--- config.mk ---
export PLATFORM = sky130hd
export DESIGN_NAME = dqi_ctrl
export DESIGN_NICKNAME = d
export VERILOG_FILES = /design/src/hw/rtl/dqi_pkg.sv /design/src/hw/rtl/dqi_ctrl.sv
export SDC_FILE = /design/constraint.sdc
export NUM_CORES = 1
export LEC_CHECK = 0
export BUFFER_PORTS_ARGS = -buffer_cell sky130_fd_sc_hd__buf_2
export CORE_AREA = 2 2 39 41
export CTS_BUF_LIST = sky130_fd_sc_hd__clkbuf_8
export DETAILED_ROUTE_END_ITERATION = 7
export DIE_AREA = 0 0 41 43
export PLACE_DENSITY = 0.42
export SLEW_MARGIN = 25
export SYNTH_ARGS = -nofsm -noshare
export SYNTH_HDL_FRONTEND = slang
export SYNTH_SLANG_ARGS = --single-unit
--- constraint.sdc ---
create_clock -name clk_i -period 1.65 [get_ports clk_i]
set_input_delay 0.0825 -clock clk_i [delete_from_list [all_inputs] [get_ports clk_i]]
set_output_delay 0.0825 -clock clk_i [all_outputs]
set_load 0.01 [all_outputs]
--- src/hw/rtl/dqi_pkg.sv ---
// Shared types, constants and the per-level insert function of the dedup queue insert block.
package dqi_pkg;

  localparam int NUM_ENTRIES = 1024;
  localparam int QUEUE_DEPTH = 1024;
  localparam int FLAG_AW     = $clog2(NUM_ENTRIES);
  localparam int QUEUE_AW    = $clog2(QUEUE_DEPTH);

  localparam int ENTRY_W = 10;
  localparam int CNT_W   = 11;
  localparam int FLAG_W  = 4;
  localparam int CFG_IW  = 2;

  localparam logic [CNT_W-1:0] COUNT_MAX = {CNT_W{1'b1}};

  localparam logic [CNT_W-1:0] ACTIVE_COUNT_RST = '0;
  localparam logic [CNT_W-1:0] CAPACITY_RST     = CNT_W'(1024);

  typedef enum logic [CFG_IW-1:0] {
    CFG_ACTIVE_COUNT    = 2'd0,
    CFG_CAPACITY_LEVEL1 = 2'd1,
    CFG_CAPACITY_LEVEL2 = 2'd2
  } cfg_idx_e;

  typedef enum logic [1:0] {
    OUT_ALREADY = 2'd0,
    OUT_COMMIT  = 2'd1,
    OUT_PENDING = 2'd2,
    OUT_DROPPED = 2'd3
  } outcome_e;

  typedef struct packed {
    logic clear;
    logic load;
    logic commit;
  } dqi_cmd_t;

  typedef struct packed {
    logic clear_last;
  } dqi_sts_t;

  typedef struct packed {
    logic [1:0]          pair;       // bit0 committed, bit1 pending
    logic [CNT_W-1:0]    committed;
    logic [CNT_W-1:0]    total;
    outcome_e            outcome;
    logic                wr_en;
    logic [QUEUE_AW-1:0] wr_addr;
  } level_res_t;

  function automatic level_res_t level_insert(input logic [1:0]       pair,
                                              input logic [CNT_W-1:0] committed,
                                              input logic [CNT_W-1:0] total,
                                              input logic [CNT_W-1:0] cap_raw,
                                              input logic             active);
    level_res_t       r;
    logic [CNT_W-1:0] cap;
    logic [CNT_W-1:0] pos;
    r.pair      = pair;
    r.committed = committed;
    r.total     = total;
    r.outcome   = OUT_ALREADY;
    r.wr_en     = 1'b0;
    cap = (32'(cap_raw) > QUEUE_DEPTH) ? CNT_W'(QUEUE_DEPTH) : cap_raw;
    pos = active ? total : committed;
    r.wr_addr = QUEUE_AW'(pos);
    if (pair == 2'b00) begin
      if (pos < cap) begin
        r.wr_en = 1'b1;
        if (total != COUNT_MAX) begin
          r.total = total + CNT_W'(1);
        end
        if (active) begin
          r.outcome = OUT_PENDING;
        end else begin
          r.committed = committed + CNT_W'(1);
          r.pair[0]   = 1'b1;
          r.outcome   = OUT_COMMIT;
        end
      end else begin
        r.outcome = OUT_DROPPED;
      end
    end
    if (active) begin
      r.pair[1] = 1'b1;
    end
    return r;
  endfunction

endpackage

--- src/hw/rtl/dqi_ctrl.sv ---
// Sequencer of the dedup queue insert: flag clear sweep, flag read, update and result hand-off.
module dqi_ctrl (
  input  logic             clk_i,
  input  logic             rst_ni,
  input  logic             in_valid_i,
  output logic             in_ready_o,
  output logic             out_valid_o,
  input  logic             out_ready_i,
  output dqi_pkg::dqi_cmd_t cmd_o,
  input  dqi_pkg::dqi_sts_t sts_i
);
  import dqi_pkg::*;

  typedef enum logic [3:0] {
    S_CLEAR = 4'b0001,
    S_IDLE  = 4'b0010,
    S_READ  = 4'b0100,
    S_WRITE = 4'b1000
  } state_e;

  state_e state_q, state_d;
  logic   out_valid_q, out_valid_d;
  logic   out_free;
  logic   accept;
  logic   commit;

  assign out_free   = !out_valid_q || out_ready_i;
  assign in_ready_o = (state_q == S_IDLE) || ((state_q == S_WRITE) && out_free);
  assign accept     = in_valid_i && in_ready_o;
  assign commit     = (state_q == S_WRITE) && out_free;

  always_comb begin
    state_d = state_q;
    unique case (state_q)
      S_CLEAR: begin
        if (sts_i.clear_last) begin
          state_d = S_IDLE;
        end
      end
      S_IDLE: begin
        if (accept) begin
          state_d = S_READ;
        end
      end
      S_READ: begin
        state_d = S_WRITE;
      end
      S_WRITE: begin
        if (out_free) begin
          state_d = accept ? S_READ : S_IDLE;
        end
      end
      default: begin
        state_d = S_CLEAR;
      end
    endcase
  end

  always_comb begin
    out_valid_d = out_valid_q;
    if (commit) begin
      out_valid_d = 1'b1;
    end else if (out_ready_i) begin
      out_valid_d = 1'b0;
    end
  end

  always_ff @(posedge clk_i or negedge rst_ni) begin
    if (!rst_ni) begin
      state_q     <= S_CLEAR;
      out_valid_q <= 1'b0;
    end else begin
      state_q     <= state_d;
      out_valid_q <= out_valid_d;
    end
  end

  assign out_valid_o  = out_valid_q;
  assign cmd_o.clear  = (state_q == S_CLEAR);
  assign cmd_o.load   = accept;
  assign cmd_o.commit = commit;

  a_accept_reads: assert property (@(posedge clk_i) disable iff (!rst_ni)
    accept |=> (state_q == S_READ))
    else $error("accepted word not followed by flag read");

  a_read_then_write: assert property (@(posedge clk_i) disable iff (!rst_ni)
    (state_q == S_READ) |=> (state_q == S_WRITE))
    else $error("flag read not followed by update");

  a_result_from_write: assert property (@(posedge clk_i) disable iff (!rst_ni)
    $rose(out_valid_q) |-> $past(state_q == S_WRITE))
    else $error("result raised outside update state");

  a_clear_ends_idle: assert property (@(posedge clk_i) disable iff (!rst_ni)
    ((state_q == S_CLEAR) && sts_i.clear_last) |=> (state_q == S_IDLE))
    else $error("clear sweep did not end in idle");

endmodule

## After elaboration in Yosys (flattened, before gate mapping)

Index checks and enable logic that the tools add are counted.

- Add/sub/neg operators: 0
- Shifts and indexed selects: 0
- Equal/unequal tests: 7
- $lt $le $gt $ge: 0
- Multiplexer cells: 7
- $mul: 0
- Bitwise gates (word level): 0
- Reductions and logical operators: 7
- Divide/modulo/power cells: 0

Operators by type and width:

| operator | count |
|---|---|
| case mux 4 bit (4 select lines) | 1 |
| 2-to-1 mux 4 bit | 3 |
| equality test 4 x 1 -> 1 bit, second input constant | 1 |
| equality test 4 x 2 -> 1 bit, second input constant | 1 |
| equality test 4 x 3 -> 1 bit, second input constant | 1 |
| equality test 4 bit, second input constant | 1 |
| != test 2 bit, second input constant | 2 |
| 2-to-1 mux 3 bit | 1 |
| AND reduction 3 bit | 1 |
| logical AND 1 bit | 2 |
| logical OR 1 bit | 2 |
| 2-to-1 mux 1 bit | 2 |
| != test 2 x 1 -> 1 bit, second input constant | 1 |
| nonzero test 2 bit | 1 |
| zero test 1 bit | 1 |

- ROM bits: 0
- Bits of input ports: 5
- Register bits after elaboration: 5
- RAM bits: 0
- Word-level logic and storage cells: 23
- Bits in latches: 0
- Memories: 0
- Output and inout bits: 5

## Logic depth before layout (Yosys ltp)

- Depth in word-level cells: 8
- Gate-level depth with buffers: 4

## Least setup slack after synthesis

Ideal clock, no wire load.

- Path kind: register to register
- From: reg state_q[0]
- To: reg state_q[1]
- Arrival: 1.389 ns
- Period minus slack after synthesis: 1.456 ns
- Cell stages (with the launch flop): 4
- Setup slack: 0.194 ns
- Path through: dfstp_2 > inv_1 > nor4_1 > a22o_1

RTL lines:

| item | RTL line | RTL |
|---|---|---|
| start, declared | dqi_ctrl.sv:21 | `state_e state_q, state_d;` |
| start signal, assigned | dqi_ctrl.sv:73 | `state_q <= state_d;` |

==> run_results.csv <==
group,metric,value,unit
status,status,"complete, but fails checks",
status,violations,"setup timing",
floorplanning,io_pins,10,
critical_path,startpoint,"state_q[1]$_DFFE_PN0P_",
logic_synthesis,synth_flop_cell,"dfrtp_1",
global_routing,grt_util_met1,8.52,%
logic_synthesis,syn_area,279,um^2
timing,tightest_slew,0.471,ns
cells_and_area,fin_area,399,um^2
pwr,power_frac_seq,31.6,%
logic_synthesis,ys.warnings.count,0,
timing,rsz0062_at_grt,"yes",
pwr,power_frac_clock,36.8,%
logic_synthesis,synth_seq_area_share,45.3,%
timing,timing.fmax,606,MHz
logic_synthesis,synthTopCellsByArea,"dfrtp_1, dfstp_2, o21ai_4, buf_4, or4b_4",
clocking,cts_tree,"done",
timing,setup_viol_count_final,1,
logic_synthesis,syn_avg_cell_area,10.7,um^2
floorplanning,core,1380,um^2
worst_hold_path,hold_depth,2,
clocking,cts-resized-gates,0,
critical_path,endpoint_kind,"output port",
logic_synthesis,synth_edf_count,0,
clocking,htreeDepth,1,
logic_synthesis,synth-xor-area-share,0,%
global_routing,use_met3,1.57,%
cells_and_area,nNetsFinal,46,
route,wirelength,539,um
timing,relSlewSlack,68.3,%
placement,postPlaceCellArea,329,um^2
worst_hold_path,hp-start,"sts_i",
global_routing,met2_usage,11.6,%
floorplanning,die_y,43,um
clocking,clock-sinks,5,
route,postRouteAntennaNets,0,
timing,layout_min_cycle_time,1.65,ns
logic_synthesis,synth_simple_gate_area_share,28.3,%
logic_synthesis,synth.top_cell.area_share,35.9,%
pwr,pwr-share-comb,31.7,%
timing,report.final.slew_viol_count,0,
floorplanning,core.rowCount,14,
logic_synthesis,yosys.area_share.adder,0,%
pwr,powerDensity,1450,nW/um^2
pwr,power.internal,413,uW
cells_and_area,antenna_cells,0,
floorplanning,die_area,1760,um^2
route,vias,229,
worst_hold_path,hold_class,"in2reg",
clocking,clockBufferDepth,2,
pwr,netSwitchingFraction,28.8,%
route,route.detailed.drc,0,
pwr,ir_worst_vdd,0.626,mV
clocking,root_buffer,"clkbuf_8",
critical_path,cp_cell_sequence,"or4b_4, o21ai_4, and2_1, buf_2",
logic_synthesis,synth_top_family_by_area,"simple AND/OR/NAND/NOR gates",
cells_and_area,syn_to_final_growth,43.0,%
cells_and_area,layout-drive-gt1-share,45.0,%
route,drtPass1Iterations,1,
route,drtIter0Drc,0,
global_routing,groute.usage.overall,8.18,%
critical_path,cpPeakStageDelay,0.54,ns
floorplanning,initial_utilization,20.2,%
floorplanning,die_w,41,um
clocking,clock_latency,0.22,ns
global_routing,grt_pass1_vias,229,
run,drv_cap,0,
critical_path,critPathBufInv,1,
critical_path,crit_cells,4,
placement,dp.final_hpwl,412,um
route,post_drt_wl_per_cell,9.63,um
placement,io_buffers,9,
clocking,clk_pin_slew,0.03,ns
route,post_drt_via_cell_ratio,4.09,
critical_path,r2r-start,"state_q[0]$_DFFE_PN1P_",
clocking,numCtsBuffers,3,
critical_path,critPathSlowestCell,"or4b_4",
global_routing,grt_pass1_wl,876,um
logic_synthesis,ys_ff_latch,5,
critical_path,r2r_cells,3,
critical_path,path_max_fanout,4,
critical_path,critPathTopFamily,"simple AND/OR/NAND/NOR gates",
critical_path,critPathArrivalTime,1.57,ns
logic_synthesis,synth.most_common_cell,"dfrtp_1",
pwr,leakage,0.219,nW
logic_synthesis,synth_mux_area_share,0,%
logic_synthesis,yosysUniqueCellTypes,18,
logic_synthesis,synth_fp_nets,31,
timing,setup_ws,-0.00152,ns
global_routing,gr-total-overflow,0,
placement,placed_cells,49,
logic_synthesis,synth-async-reset-ratio,100,%
logic_synthesis,synth_area_leader_cell,"dfrtp_1",
cells_and_area,fillers,147,
critical_path,crit_path_start_kind,"register",
global_routing,top_usage_layer,"met2",
global_routing,grt_max_degree,7,
placement,gp_congestion,0.636,
cells_and_area,final_cells,56,
critical_path,crit_required,1.57,ns
global_routing,antenna_found_initial,0,
pwr,switchingPower,167,uW
timing,hold_viol_final,0,
logic_synthesis,synth_compound_area_share,18.4,%
timing,fin_crit_sh,100,%
logic_synthesis,synthCells,26,
timing,fin_skew,0.000370,ns
critical_path,criticalPathCategory,"reg2out",
[power by group through the flow]
| stage | Combinational [mW] | Clock (mW) | Sequential (mW) |
|---|---|---|---|
| 6_report | 0.184 | 0.213 | 0.183 |
| 5_1_grt | 0.205 | 0.226 | 0.188 |
| 4_1_cts | 0.185 | 0.222 | 0.184 |
| 3_5_place_dp | 0.151 | 0 | 0.194 |
| 3_3_place_gp | 0.151 | 0 | 0.192 |
| 2_1_floorplan | 0.109 | 0 | 0.186 |
[per-layer routing]
metal	wire, um	vias up
met5	0	-
met3	20	2
met2	280	7
met4	8	0
li1	-	117
met1	229	103
[flip-flops by register name, indices dropped and copies added, names as in the netlist]
register and flops:
state_q 4, out_valid_o 1
[through the flow]
step / TNS, ns / power [mW] / util [%] / hold WS (ns) / setup slack (ns)
2_1_floorplan: 0 / 0.295 / - / -0.213 / 0.194
3_3_place_gp: 0 / 0.344 / 23.8 / -0.101 / 0.193
3_5_place_dp: 0 / 0.345 / 23.8 / -0.101 / 0.178
4_1_cts: -0.0248 / 0.590 / 28.8 / 0.00956 / -0.0248
5_1_grt: -0.0985 / 0.619 / 28.8 / 0.0204 / -0.0640
6_report: -0.00152 / 0.581 / 28.8 / 0.0168 / -0.00152
[area by class of cell]
class	instances	area [um^2]	share of cell area, %
well taps	16	20.0	5.02
repair buffers	12	70.1	17.6
flip-flops and latches	5	126	31.7
multi-input cells	17	130	32.6
clock inverters	1	3.75	0.940
clock buffers	3	41.3	10.3
inverters	2	7.51	1.88
[final timing paths]
check,endpoint,slack (ns)
hold / removal,state_q[0]$_DFFE_PN1P_,0.02
setup / recovery,cmd_o[1],-0.002
hold reg to reg,state_q[3]$_DFFE_PN0P_,0.59
setup reg to reg,state_q[1]$_DFFE_PN0P_,0.32
max in group asynchronous,state_q[0]$_DFFE_PN1P_,1.23
min in group asynchronous,state_q[2]$_DFFE_PN0P_,0.21
[placed cells by master (no fill, tap or decap)]
master,netlist,routed
a22o_1,1,1
nor4_1,1,1
and2_1,2,2
and2b_1,1,1
or4b_1,1,1
o21ai_0,1,1
inv_1,2,3
buf_2,0,9
nor2b_1,2,2
or2b_1,1,1
a21oi_1,2,2
nor2_1,1,1
dfrtp_1,4,4
dfstp_2,1,1
buf_4,2,2
o21ai_4,1,1
clkbuf_8,0,3
or4b_4,1,1
o311a_2,1,1
dlygate4sd3_1,0,1
nor3_1,1,1
[timing repair]
item                                   4_1_cts  5_1_grt
endpoints found under the hold margin        5        0
setup endpoints to repair                    1        2
hold buffers                                 1        0
buffers inserted                             2        0
[cells by family (layout without fill, tap and decap cells)]
logic type | after synthesis | count (layout)
AOI/OAI and AO/OA | 6 | 6
buffers and inverters | 4 | 18
DFF | 5 | 5
and+or+nand+nor | 11 | 11
No activity file was read; power rests on OpenSTA's default activity.
