### config.mk
export PLATFORM = sky130hd
export DESIGN_NAME = dqi_datapath
export DESIGN_NICKNAME = d
export VERILOG_FILES = /design/src/hw/rtl/dqi_pkg.sv /design/src/hw/rtl/dqi_ram.sv /design/src/hw/rtl/dqi_datapath.sv
export SDC_FILE = /design/constraint.sdc
export NUM_CORES = 2
export LEC_CHECK = 0
export BUFFER_PORTS_ARGS = -buffer_cell sky130_fd_sc_hd__buf_2
export CAP_MARGIN = 20
export CORE_ASPECT_RATIO = 0.6
export CORE_MARGIN = 2
export CORE_UTILIZATION = 38
export DETAILED_ROUTE_END_ITERATION = 12
export PLACE_DENSITY_LB_ADDON = 0.1
export SKIP_LAST_GASP = 1
export SLEW_MARGIN = 15
export SYNTH_ARGS = -nofsm -noshare
export SYNTH_HDL_FRONTEND = slang
export SYNTH_SLANG_ARGS = --single-unit
### constraint.sdc
create_clock -name clk_i -period 78.4 [get_ports clk_i]
set_input_delay 0 -clock clk_i [delete_from_list [all_inputs] [get_ports clk_i]]
set_output_delay 0 -clock clk_i [all_outputs]
set_load 0.01 [all_outputs]
### src/hw/rtl/dqi_pkg.sv
// Shared types, constants and the per-level insert function of the dedup queue insert block.
package dqi_pkg;

  localparam int NUM_ENTRIES = 1024;
  localparam int QUEUE_DEPTH = 1024;
  localparam int FLAG_AW     = $clog2(NUM_ENTRIES);
  localparam int QUEUE_AW    = $clog2(QUEUE_DEPTH);

  localparam int ENTRY_W = 10;
  localparam int CNT_W   = 11;
  localparam int FLAG_W  = 4;
  localparam int CFG_IW  = 2;

  localparam logic [CNT_W-1:0] COUNT_MAX = {CNT_W{1'b1}};

  localparam logic [CNT_W-1:0] ACTIVE_COUNT_RST = '0;
  localparam logic [CNT_W-1:0] CAPACITY_RST     = CNT_W'(1024);

  typedef enum logic [CFG_IW-1:0] {
    CFG_ACTIVE_COUNT    = 2'd0,
    CFG_CAPACITY_LEVEL1 = 2'd1,
    CFG_CAPACITY_LEVEL2 = 2'd2
  } cfg_idx_e;

  typedef enum logic [1:0] {
    OUT_ALREADY = 2'd0,
    OUT_COMMIT  = 2'd1,
    OUT_PENDING = 2'd2,
    OUT_DROPPED = 2'd3
  } outcome_e;

  typedef struct packed {
    logic clear;
    logic load;
    logic commit;
  } dqi_cmd_t;

  typedef struct packed {
    logic clear_last;
  } dqi_sts_t;

  typedef struct packed {
    logic [1:0]          pair;       // bit0 committed, bit1 pending
    logic [CNT_W-1:0]    committed;
    logic [CNT_W-1:0]    total;
    outcome_e            outcome;
    logic                wr_en;
    logic [QUEUE_AW-1:0] wr_addr;
  } level_res_t;

  function automatic level_res_t level_insert(input logic [1:0]       pair,
                                              input logic [CNT_W-1:0] committed,
                                              input logic [CNT_W-1:0] total,
                                              input logic [CNT_W-1:0] cap_raw,
                                              input logic             active);
    level_res_t       r;
    logic [CNT_W-1:0] cap;
    logic [CNT_W-1:0] pos;
    r.pair      = pair;
    r.committed = committed;
    r.total     = total;
    r.outcome   = OUT_ALREADY;
    r.wr_en     = 1'b0;
    cap = (32'(cap_raw) > QUEUE_DEPTH) ? CNT_W'(QUEUE_DEPTH) : cap_raw;
    pos = active ? total : committed;
    r.wr_addr = QUEUE_AW'(pos);
    if (pair == 2'b00) begin
      if (pos < cap) begin
        r.wr_en = 1'b1;
        if (total != COUNT_MAX) begin
          r.total = total + CNT_W'(1);
        end
        if (active) begin
          r.outcome = OUT_PENDING;
        end else begin
          r.committed = committed + CNT_W'(1);
          r.pair[0]   = 1'b1;
          r.outcome   = OUT_COMMIT;
        end
      end else begin
        r.outcome = OUT_DROPPED;
      end
    end
    if (active) begin
      r.pair[1] = 1'b1;
    end
    return r;
  endfunction

endpackage

### src/hw/rtl/dqi_ram.sv
// Generic single-port RAM with registered read data.
module dqi_ram #(
  parameter int WIDTH = 8,
  parameter int DEPTH = 16
) (
  input  logic                     clk_i,
  input  logic                     we_i,
  input  logic [$clog2(DEPTH)-1:0] addr_i,
  input  logic [WIDTH-1:0]         wdata_i,
  output logic [WIDTH-1:0]         rdata_o
);

  logic [WIDTH-1:0] mem_q [DEPTH];
  logic [WIDTH-1:0] rdata_q;

  always_ff @(posedge clk_i) begin
    if (we_i) begin
      mem_q[addr_i] <= wdata_i;
    end else begin
      rdata_q <= mem_q[addr_i];
    end
  end

  assign rdata_o = rdata_q;

endmodule

### src/hw/rtl/dqi_datapath.sv
// Datapath of the dedup queue insert: config, flag and queue memories, counts, result register.
module dqi_datapath (
  input  logic                        clk_i,
  input  logic                        rst_ni,
  input  dqi_pkg::dqi_cmd_t           cmd_i,
  output dqi_pkg::dqi_sts_t           sts_o,
  input  logic                        cfg_valid_i,
  input  logic [dqi_pkg::CFG_IW-1:0]  cfg_index_i,
  input  logic [dqi_pkg::CNT_W-1:0]   cfg_data_i,
  input  logic [dqi_pkg::ENTRY_W-1:0] entry_index_i,
  input  logic                        level1_active_i,
  input  logic                        level2_active_i,
  output logic                        index_rejected_o,
  output logic [1:0]                  level1_outcome_o,
  output logic [1:0]                  level2_outcome_o,
  output logic [dqi_pkg::FLAG_W-1:0]  new_flags_o,
  output logic [dqi_pkg::CNT_W-1:0]   level1_committed_count_o,
  output logic [dqi_pkg::CNT_W-1:0]   level1_total_count_o,
  output logic [dqi_pkg::CNT_W-1:0]   level2_committed_count_o,
  output logic [dqi_pkg::CNT_W-1:0]   level2_total_count_o
);
  import dqi_pkg::*;

  logic [CNT_W-1:0]   active_count_q, cap1_q, cap2_q;
  logic [FLAG_AW-1:0] clr_q;
  logic [ENTRY_W-1:0] idx_q;
  logic               act1_q, act2_q;
  logic [CNT_W-1:0]   c1_q, t1_q, c2_q, t2_q;
  logic [CNT_W-1:0]   c1_d, t1_d, c2_d, t2_d;

  logic               rej_q;
  logic [1:0]         oc1_q, oc2_q;
  logic [FLAG_W-1:0]  flags_q;
  logic [CNT_W-1:0]   rc1_q, rt1_q, rc2_q, rt2_q;

  logic [FLAG_W-1:0]  flags_rd;
  logic [FLAG_W-1:0]  new_flags;
  logic               rejected;
  level_res_t         l1, l2;

  logic               flag_we;
  logic [FLAG_AW-1:0] flag_addr;
  logic [FLAG_W-1:0]  flag_wdata;
  logic               q1_we, q2_we;

  // Configuration registers
  always_ff @(posedge clk_i or negedge rst_ni) begin
    if (!rst_ni) begin
      active_count_q <= ACTIVE_COUNT_RST;
      cap1_q         <= CAPACITY_RST;
      cap2_q         <= CAPACITY_RST;
    end else if (cfg_valid_i) begin
      unique case (cfg_index_i)
        CFG_ACTIVE_COUNT:    active_count_q <= cfg_data_i;
        CFG_CAPACITY_LEVEL1: cap1_q         <= cfg_data_i;
        CFG_CAPACITY_LEVEL2: cap2_q         <= cfg_data_i;
        default: ;
      endcase
    end
  end

  // Clear sweep address
  always_ff @(posedge clk_i or negedge rst_ni) begin
    if (!rst_ni) begin
      clr_q <= '0;
    end else if (cmd_i.clear) begin
      clr_q <= clr_q + FLAG_AW'(1);
    end
  end
  assign sts_o.clear_last = (clr_q == FLAG_AW'(NUM_ENTRIES - 1));

  // Captured input word
  always_ff @(posedge clk_i) begin
    if (cmd_i.load) begin
      idx_q  <= entry_index_i;
      act1_q <= level1_active_i;
      act2_q <= level2_active_i;
    end
  end

  assign rejected = !(({1'b0, idx_q} < active_count_q) && (32'(idx_q) < NUM_ENTRIES));

  always_comb begin
    l1 = level_insert(flags_rd[1:0], c1_q, t1_q, cap1_q, act1_q);
    l2 = level_insert(flags_rd[3:2], c2_q, t2_q, cap2_q, act2_q);
    new_flags = {l2.pair, l1.pair};
  end

  always_comb begin
    c1_d = c1_q;
    t1_d = t1_q;
    c2_d = c2_q;
    t2_d = t2_q;
    if (cmd_i.commit && !rejected) begin
      c1_d = l1.committed;
      t1_d = l1.total;
      c2_d = l2.committed;
      t2_d = l2.total;
    end
  end

  always_ff @(posedge clk_i or negedge rst_ni) begin
    if (!rst_ni) begin
      c1_q <= '0;
      t1_q <= '0;
      c2_q <= '0;
      t2_q <= '0;
    end else begin
      c1_q <= c1_d;
      t1_q <= t1_d;
      c2_q <= c2_d;
      t2_q <= t2_d;
    end
  end

  // Result register; counts show the values after the step
  always_ff @(posedge clk_i) begin
    if (cmd_i.commit) begin
      rej_q   <= rejected;
      oc1_q   <= rejected ? OUT_ALREADY : l1.outcome;
      oc2_q   <= rejected ? OUT_ALREADY : l2.outcome;
      flags_q <= rejected ? '0 : new_flags;
      rc1_q   <= c1_d;
      rt1_q   <= t1_d;
      rc2_q   <= c2_d;
      rt2_q   <= t2_d;
    end
  end

  // Flag memory: sweep to zero after reset, read on the cycle after capture, write back on commit
  assign flag_we    = cmd_i.clear || (cmd_i.commit && !rejected);
  assign flag_addr  = cmd_i.clear ? clr_q : FLAG_AW'(idx_q);
  assign flag_wdata = cmd_i.clear ? '0 : new_flags;

  dqi_ram #(
    .WIDTH(FLAG_W),
    .DEPTH(NUM_ENTRIES)
  ) u_flag_ram (
    .clk_i  (clk_i),
    .we_i   (flag_we),
    .addr_i (flag_addr),
    .wdata_i(flag_wdata),
    .rdata_o(flags_rd)
  );

  assign q1_we = cmd_i.commit && !rejected && l1.wr_en;
  assign q2_we = cmd_i.commit && !rejected && l2.wr_en;

  dqi_ram #(
    .WIDTH(ENTRY_W),
    .DEPTH(QUEUE_DEPTH)
  ) u_queue1_ram (
    .clk_i  (clk_i),
    .we_i   (q1_we),
    .addr_i (l1.wr_addr),
    .wdata_i(idx_q),
    .rdata_o()
  );

  dqi_ram #(
    .WIDTH(ENTRY_W),
    .DEPTH(QUEUE_DEPTH)
  ) u_queue2_ram (
    .clk_i  (clk_i),
    .we_i   (q2_we),
    .addr_i (l2.wr_addr),
    .wdata_i(idx_q),
    .rdata_o()
  );

  assign index_rejected_o         = rej_q;
  assign level1_outcome_o         = oc1_q;
  assign level2_outcome_o         = oc2_q;
  assign new_flags_o              = flags_q;
  assign level1_committed_count_o = rc1_q;
  assign level1_total_count_o     = rt1_q;
  assign level2_committed_count_o = rc2_q;
  assign level2_total_count_o     = rt2_q;

endmodule

After elaboration in Yosys (flattened, before gate mapping)
Memories as Yosys holds them, arrays and structs flattened. A register that Yosys moved wholly into a read port is not among the register bits.
Index checks and enable logic that the tools add are counted.
W data, S select, Z words.
{ "word_totals": {"register_bits": 152, "latchBits": 0, "ramBits": 4096, "rom_bits": 0, "wordCells": 75, "memories": 1} }
{ "mem_list": {"columns": ["memory", "depth", "word_bits", "rd", "rd_clocked_by_memory_dff", "write_ports", "line", "rtl"], "rows": [
  ["u_flag_ram.mem_q", 1024, 4, 1, 1, 1, "dqi_ram.sv:13", "logic [WIDTH-1:0] mem_q [DEPTH];"]
]} }
{ "op_classes": {"n_addsub": 5, "multipliers": 0, "div": 0, "order_cmp": 5, "n_eq_ne": 5, "shifts": 0, "n_mux": 28, "bitwise": 0, "reduce_logical": 12} }
{ "op_table": {"columns": ["cell", "count"], "rows": [
  ["$mux W11", 10],
  ["$mux W26", 2],
  ["$mux W23", 2],
  ["$add A11 B1 Y11 const B", 4],
  ["$mux W12", 2],
  ["$gt A11 B11 Y1 const B", 2],
  ["$lt A11 B11 Y1", 2],
  ["$ne A11 B11 Y1 const B", 2],
  ["$lt A10 B11 Y1", 1],
  ["$add A10 B1 Y10 const B", 1],
  ["$eq A10 B10 Y1 const B", 1],
  ["$mux W10", 1],
  ["$reduce_and A2 Y1", 5],
  ["$mux W2", 4],
  ["$logic_not A2 Y1", 3],
  ["$mux W1", 6],
  ["$mux W4", 1],
  ["$eq A2 B1 Y1 const B", 1],
  ["$eq A2 B2 Y1 const B", 1],
  ["$logic_not A1 Y1", 2],
  ["$logic_and A1 B1 Y1", 1],
  ["$logic_or A1 B1 Y1", 1]
]} }

Depth between registers and ports, before layout
{ "logic_depth": {"depth_word": 6, "ltp_mapped": 17, "depth_no_buf": 12} }

Modules after synthesis
Synthesis repeated with hierarchy kept, for this count alone.
{ "hier_totals": {"cells_unflattened": 9682, "hier_area_um2": 167824.7} }
{ "by_module_without_submodules": {"columns": ["mod", "instances", "cells_per_inst", "area_per_inst_um2"], "rows": [
  ["dqi_ram", 1, 9120, 160680.4],
  ["dqi_datapath", 1, 562, 7144.4]
]} }

Worst setup path before layout
No wires, ideal clock.
{ "synth_timing": {"kind": "register to register", "from": "register act1_q", "to": "memory u_flag_ram.mem_q[0][0] (netlist name), data pin", "setup_time_ns": 4.961, "arrival_ns": 26.523, "setup_slack_ns": 46.916, "stages_incl_launch_ff": 13, "n_path_buf": 2, "period_less_slack_ns": 31.484, "cell_sequence": "edfxtp_1 clkbuf_1 buf_1 mux2_2 ha_1 a21o_1 a21o_1 a21o_1 a21o_1 a211o_1 a211oi_1 a21oi_1 nor2_1"} }
{ "synth_between": {"elab_chain_len": 5, "word_cells_on_any_way": 6, "classes_between": "order compare (1); mux (5)"} }
{ "synth_lines": {"columns": ["element", "line", "rtl"], "rows": [
  ["start: declaration", "dqi_datapath.sv:27", "logic act1_q, act2_q;"],
  ["start signal: assignment", "dqi_datapath.sv:76", "act1_q <= level1_active_i;"],
  ["$mux W11", "dqi_pkg.sv:65", "pos = active ? total : committed;"],
  ["$lt A11 B11 Y1", "dqi_pkg.sv:68", "if (pos < cap) begin"],
  ["$mux W23 (*)", "dqi_pkg.sv:68", null],
  ["$mux W26 (*)", "dqi_pkg.sv:67", "if (pair == 2'b00) begin"],
  ["$mux W4 (*)", "dqi_datapath.sv:133", "assign flag_wdata = cmd_i.clear ? '0 : new_flags;"],
  ["net flag_wdata[0]", "dqi_datapath.sv:43", "logic [FLAG_W-1:0] flag_wdata;"],
  ["end: declaration", "dqi_ram.sv:13", null]
]} }
Mark *: on every way through the listed nets, which the timed path passes. The rest lies on a longest branch.

Worst setup path in the final report
{ "layout_timing": {"from": "register act1_q", "to": "memory u_flag_ram.mem_q[166][0] (netlist name), data pin"} }
The elaborated chain is that of the path after synthesis.

==> run_results.csv <==
group,metric,value,unit
outcome,outcome,"finished, final reports clean",
route,routedWlPerCell,35.56,um
finish,fin_area,189600,sq um
yosys,ys_ff_latch,4252,
floorplan,start_util,0.3815,
yosys,synthFlopType,"edfxtp_1",
finish,areaGrowthSynthToFinish,12.59,%
yosys,netlist_instances,10790,
setup_path,cp-start-kind,"flop",
floorplan,ios,85,
global_route,grt_max_degree,195,
clock_tree,path_clk_slew,0.07,ns
placement,gp_congestion,0.8571,
setup_path,slowest_delay,0.85,ns
sta,fin_skew,0.04156,ns
sta,worst_pin_slew,1.287,ns
setup_path,crit_type,"flop to flop",
yosys,synth_top_area_cell,"edfxtp_1",
sta,timing_hold_violations_final,0,
floorplan,die_y,519.7,um
setup_path,path_cells,"mux2_2 > ha_1 > a21o_1 > a21o_1 > a21o_1 > a21o_1 > a211o_1 > a211oi_1 > a21oi_1 > nor2_4 > buf_4 > buf_4 > buf_4 > buf_12 > buf_4",
worst_hold_path,holdCritPathClass,"primary input to asynchronous set/reset pin",
route,routed_via_density,5.937,
clock_tree,clk_path_buf_depth,4,
global_route,grt_overflow_total,0,
finish,final_nets,10980,
clock_tree,clock_tree.root_cell,"clkbuf_16",
floorplan,num_rows,189,
sta,drv_slew,0,
yosys,syn-num-nets,10850,
setup_path,required,79.02,ns
placement,port_buffers,84,
route,drt_iter0_markers,15580,
yosys,synth_top_area_share,0.7426,
global_route,grt_pass1_wl,827.7,mm
sta,setup_viol_count_final,0,
pwr,p_leak,63.27,nW
global_route,grt_pass1_vias,95670,
route,drc,0,
sta,tns,0,ns
global_route,antenna_found_initial,70,
floorplan,die-area,448700,sq um
setup_path,cp_max_fo,178,
route,ant_nets,0,
clock_tree,clk_latency,0.99,ns
pwr,total_power,5.877,mW
yosys,synth.distinct_cells,76,
setup_path,slowest_stage,"buf_4",
sta,fin_crit_sh,0.1096,
sta,max-slew-margin-rel,0.1421,
floorplan,die_w,863.5,um
setup_path,crit_family,"buffers and inverters",
yosys,ys_seq_area_frac,0.7555,
yosys,yosys_warnings,0,
job,cap_violations,0,
sta,finalCriticalPeriod,8.592,ns
setup_path,crit_buf_inv,5,
pwr,vdd_drop_max,0.00001849,V
finish,drive_gt1_frac,0.1075,
placement,place_hpwl,365.4,mm
clock_tree,cts.sinks,4252,
yosys,synth_edf_count,4165,
route,via_count,102000,
yosys,synthTopCellsByArea,"edfxtp_1, mux2i_1, nand2_1",
yosys,synthArstFlopShare,0.02046,
global_route,track_usage,0.2644,
yosys,synth.most_common_cell,"edfxtp_1",
sta,fmax,116.4,MHz
floorplan,core-area,441500,sq um
clock_tree,cts_max_level,5,
sta,rsz0062_at_grt,"no",
yosys,syn_avg_cell_area,15.62,sq um
placement,post_dp_cell_area,176200,sq um
route,drt-total-wl,611.1,mm
pwr,power_density,30.99,nW/um^2
yosys,synthTopCellsByCount,"edfxtp_1, mux2i_1, nand2_1, nor2_1, o22ai_1",
clock_tree,cts_buffers,402,
setup_path,endpoint_kind,"flop",
clock_tree,cts_tree,"done",
route,dr.pass1.iters,8,
yosys,netlist_area,168400,sq um
setup_path,cp.arrival,9.21,ns
-- metal layers --
metal  part of all wire  track usage  routed length, um  vias up
met2               0.41       0.3653             249200     5650
met3               0.11      0.06269              65460      709
li1                   -            -                  -    41820
met4              0.022      0.05489              13280       12
met1               0.46       0.4211             283100    53840
met5            0.00016            0                 95        -
-- power breakdown --
part,internal [mW],switching [mW]
Sequential,2.61,0.0235
Clock,1.07,0.874
Combinational,0.330,0.972
Total,4.01,1.87
-- worst paths after layout --
path	startpoint	to	slack, ns	cells past startpoint
max in group asynchronous	rst_ni	t1_q[7]$_DFF_PN0_	77.51	4
max	act1_q$_DFFE_PP_	u_flag_ram.mem_q[166][0]$_DFFE_PP_	69.81	15
min in group clk_i	cfg_index_i[1]	active_count_q[8]$_DFFE_PN0P_	0.09	5
min reg2reg	c2_q[10]$_DFF_PN0_	c2_q[10]$_DFF_PN0_	0.51	1
max reg2reg	act1_q$_DFFE_PP_	u_flag_ram.mem_q[166][0]$_DFFE_PP_	69.81	15
min	rst_ni	t2_q[9]$_DFF_PN0_	0.08	4
-- through the flow --
stage	setup slack (ns)	cells	hold slack, ns	util
3_5_place_dp	69.95	16350	-0.02623	0.3991
5_1_grt	69.40	17150	0.09725	0.4293
6_report	69.81	17190	0.08107	0.4295
3_3_place_gp	70.22	16350	-0.02871	0.3990
2_1_floorplan	46.92	10790	-0.2956	-
4_1_cts	69.91	17140	0.02743	0.4291
-- repair_timing --
item	CTS	global route
hold endpoints to repair	201	0
gates resized for setup	0	0
buffers inserted	0	0
hold buffers	67	0
setup endpoints to repair	0	0
-- kinds of logic after synthesis --
logic type / synth area share
adders and majority gates: 0.002526
muxes: 0.09758
buffers and inverters: 0.02152
xor gates and xnor gates: 0.002028
and+or+nand+nor: 0.07103
AOI/OAI and AO/OA: 0.04979
DFF: 0.7555
-- registers in the layout, summed over array words and instances, names as in the netlist --
| signal | cells |
|---|---|
| u_flag_ram.mem_q | 4096 |
| active_count_q | 11 |
| c1_q | 11 |
| c2_q | 11 |
| cap1_q | 11 |
| cap2_q | 11 |
| level1_committed_count_o | 11 |
| level1_total_count_o | 11 |
| level2_committed_count_o | 11 |
| level2_total_count_o | 11 |
| t1_q | 11 |
| t2_q | 11 |
| clr_q | 10 |
| idx_q | 10 |
| new_flags_o | 4 |
| u_flag_ram.rdata_o | 4 |
| level1_outcome_o | 2 |
| level2_outcome_o | 2 |
| act1_q | 1 |
| act2_q | 1 |
| index_rejected_o | 1 |
-- area by class of cell --
| class | count | area, sq um |
|---|---|---|
| inverter | 20 | 75.07 |
| clock buffer | 503 | 10700 |
| multi-input combinational | 5776 | 38420 |
| antenna | 38 | 95.09 |
| tap | 5921 | 7408 |
| sequential | 4252 | 127300 |
| fill | 39380 | 251900 |
| clock inverter | 217 | 1904 |
| timing repair buffer | 458 | 3780 |
-- cells in the final DEF (no fill, tap or decap), types with 95 or more instances in the layout --
cell          n
buf_4       274
nand2_1    1184
nor2_1     1069
a21oi_1     435
edfxtp_1   4165
clkinv_1     95
clkbuf_16   412
o22ai_1     653
nand3_1     160
mux2i_1    1310
mux4_2      118
nor4_1      233
-- worst register-to-register path, delay by kind of cell (launching register included) --
kind            cells  cell delay, ns
compound gates      7            1.81
fa+ha+maj           1            0.30
buf+inv             5            4.16
flops               1            0.83
mux                 1            0.42
simple gates        1            0.66
No activity file was read; power rests on OpenSTA's default activity.
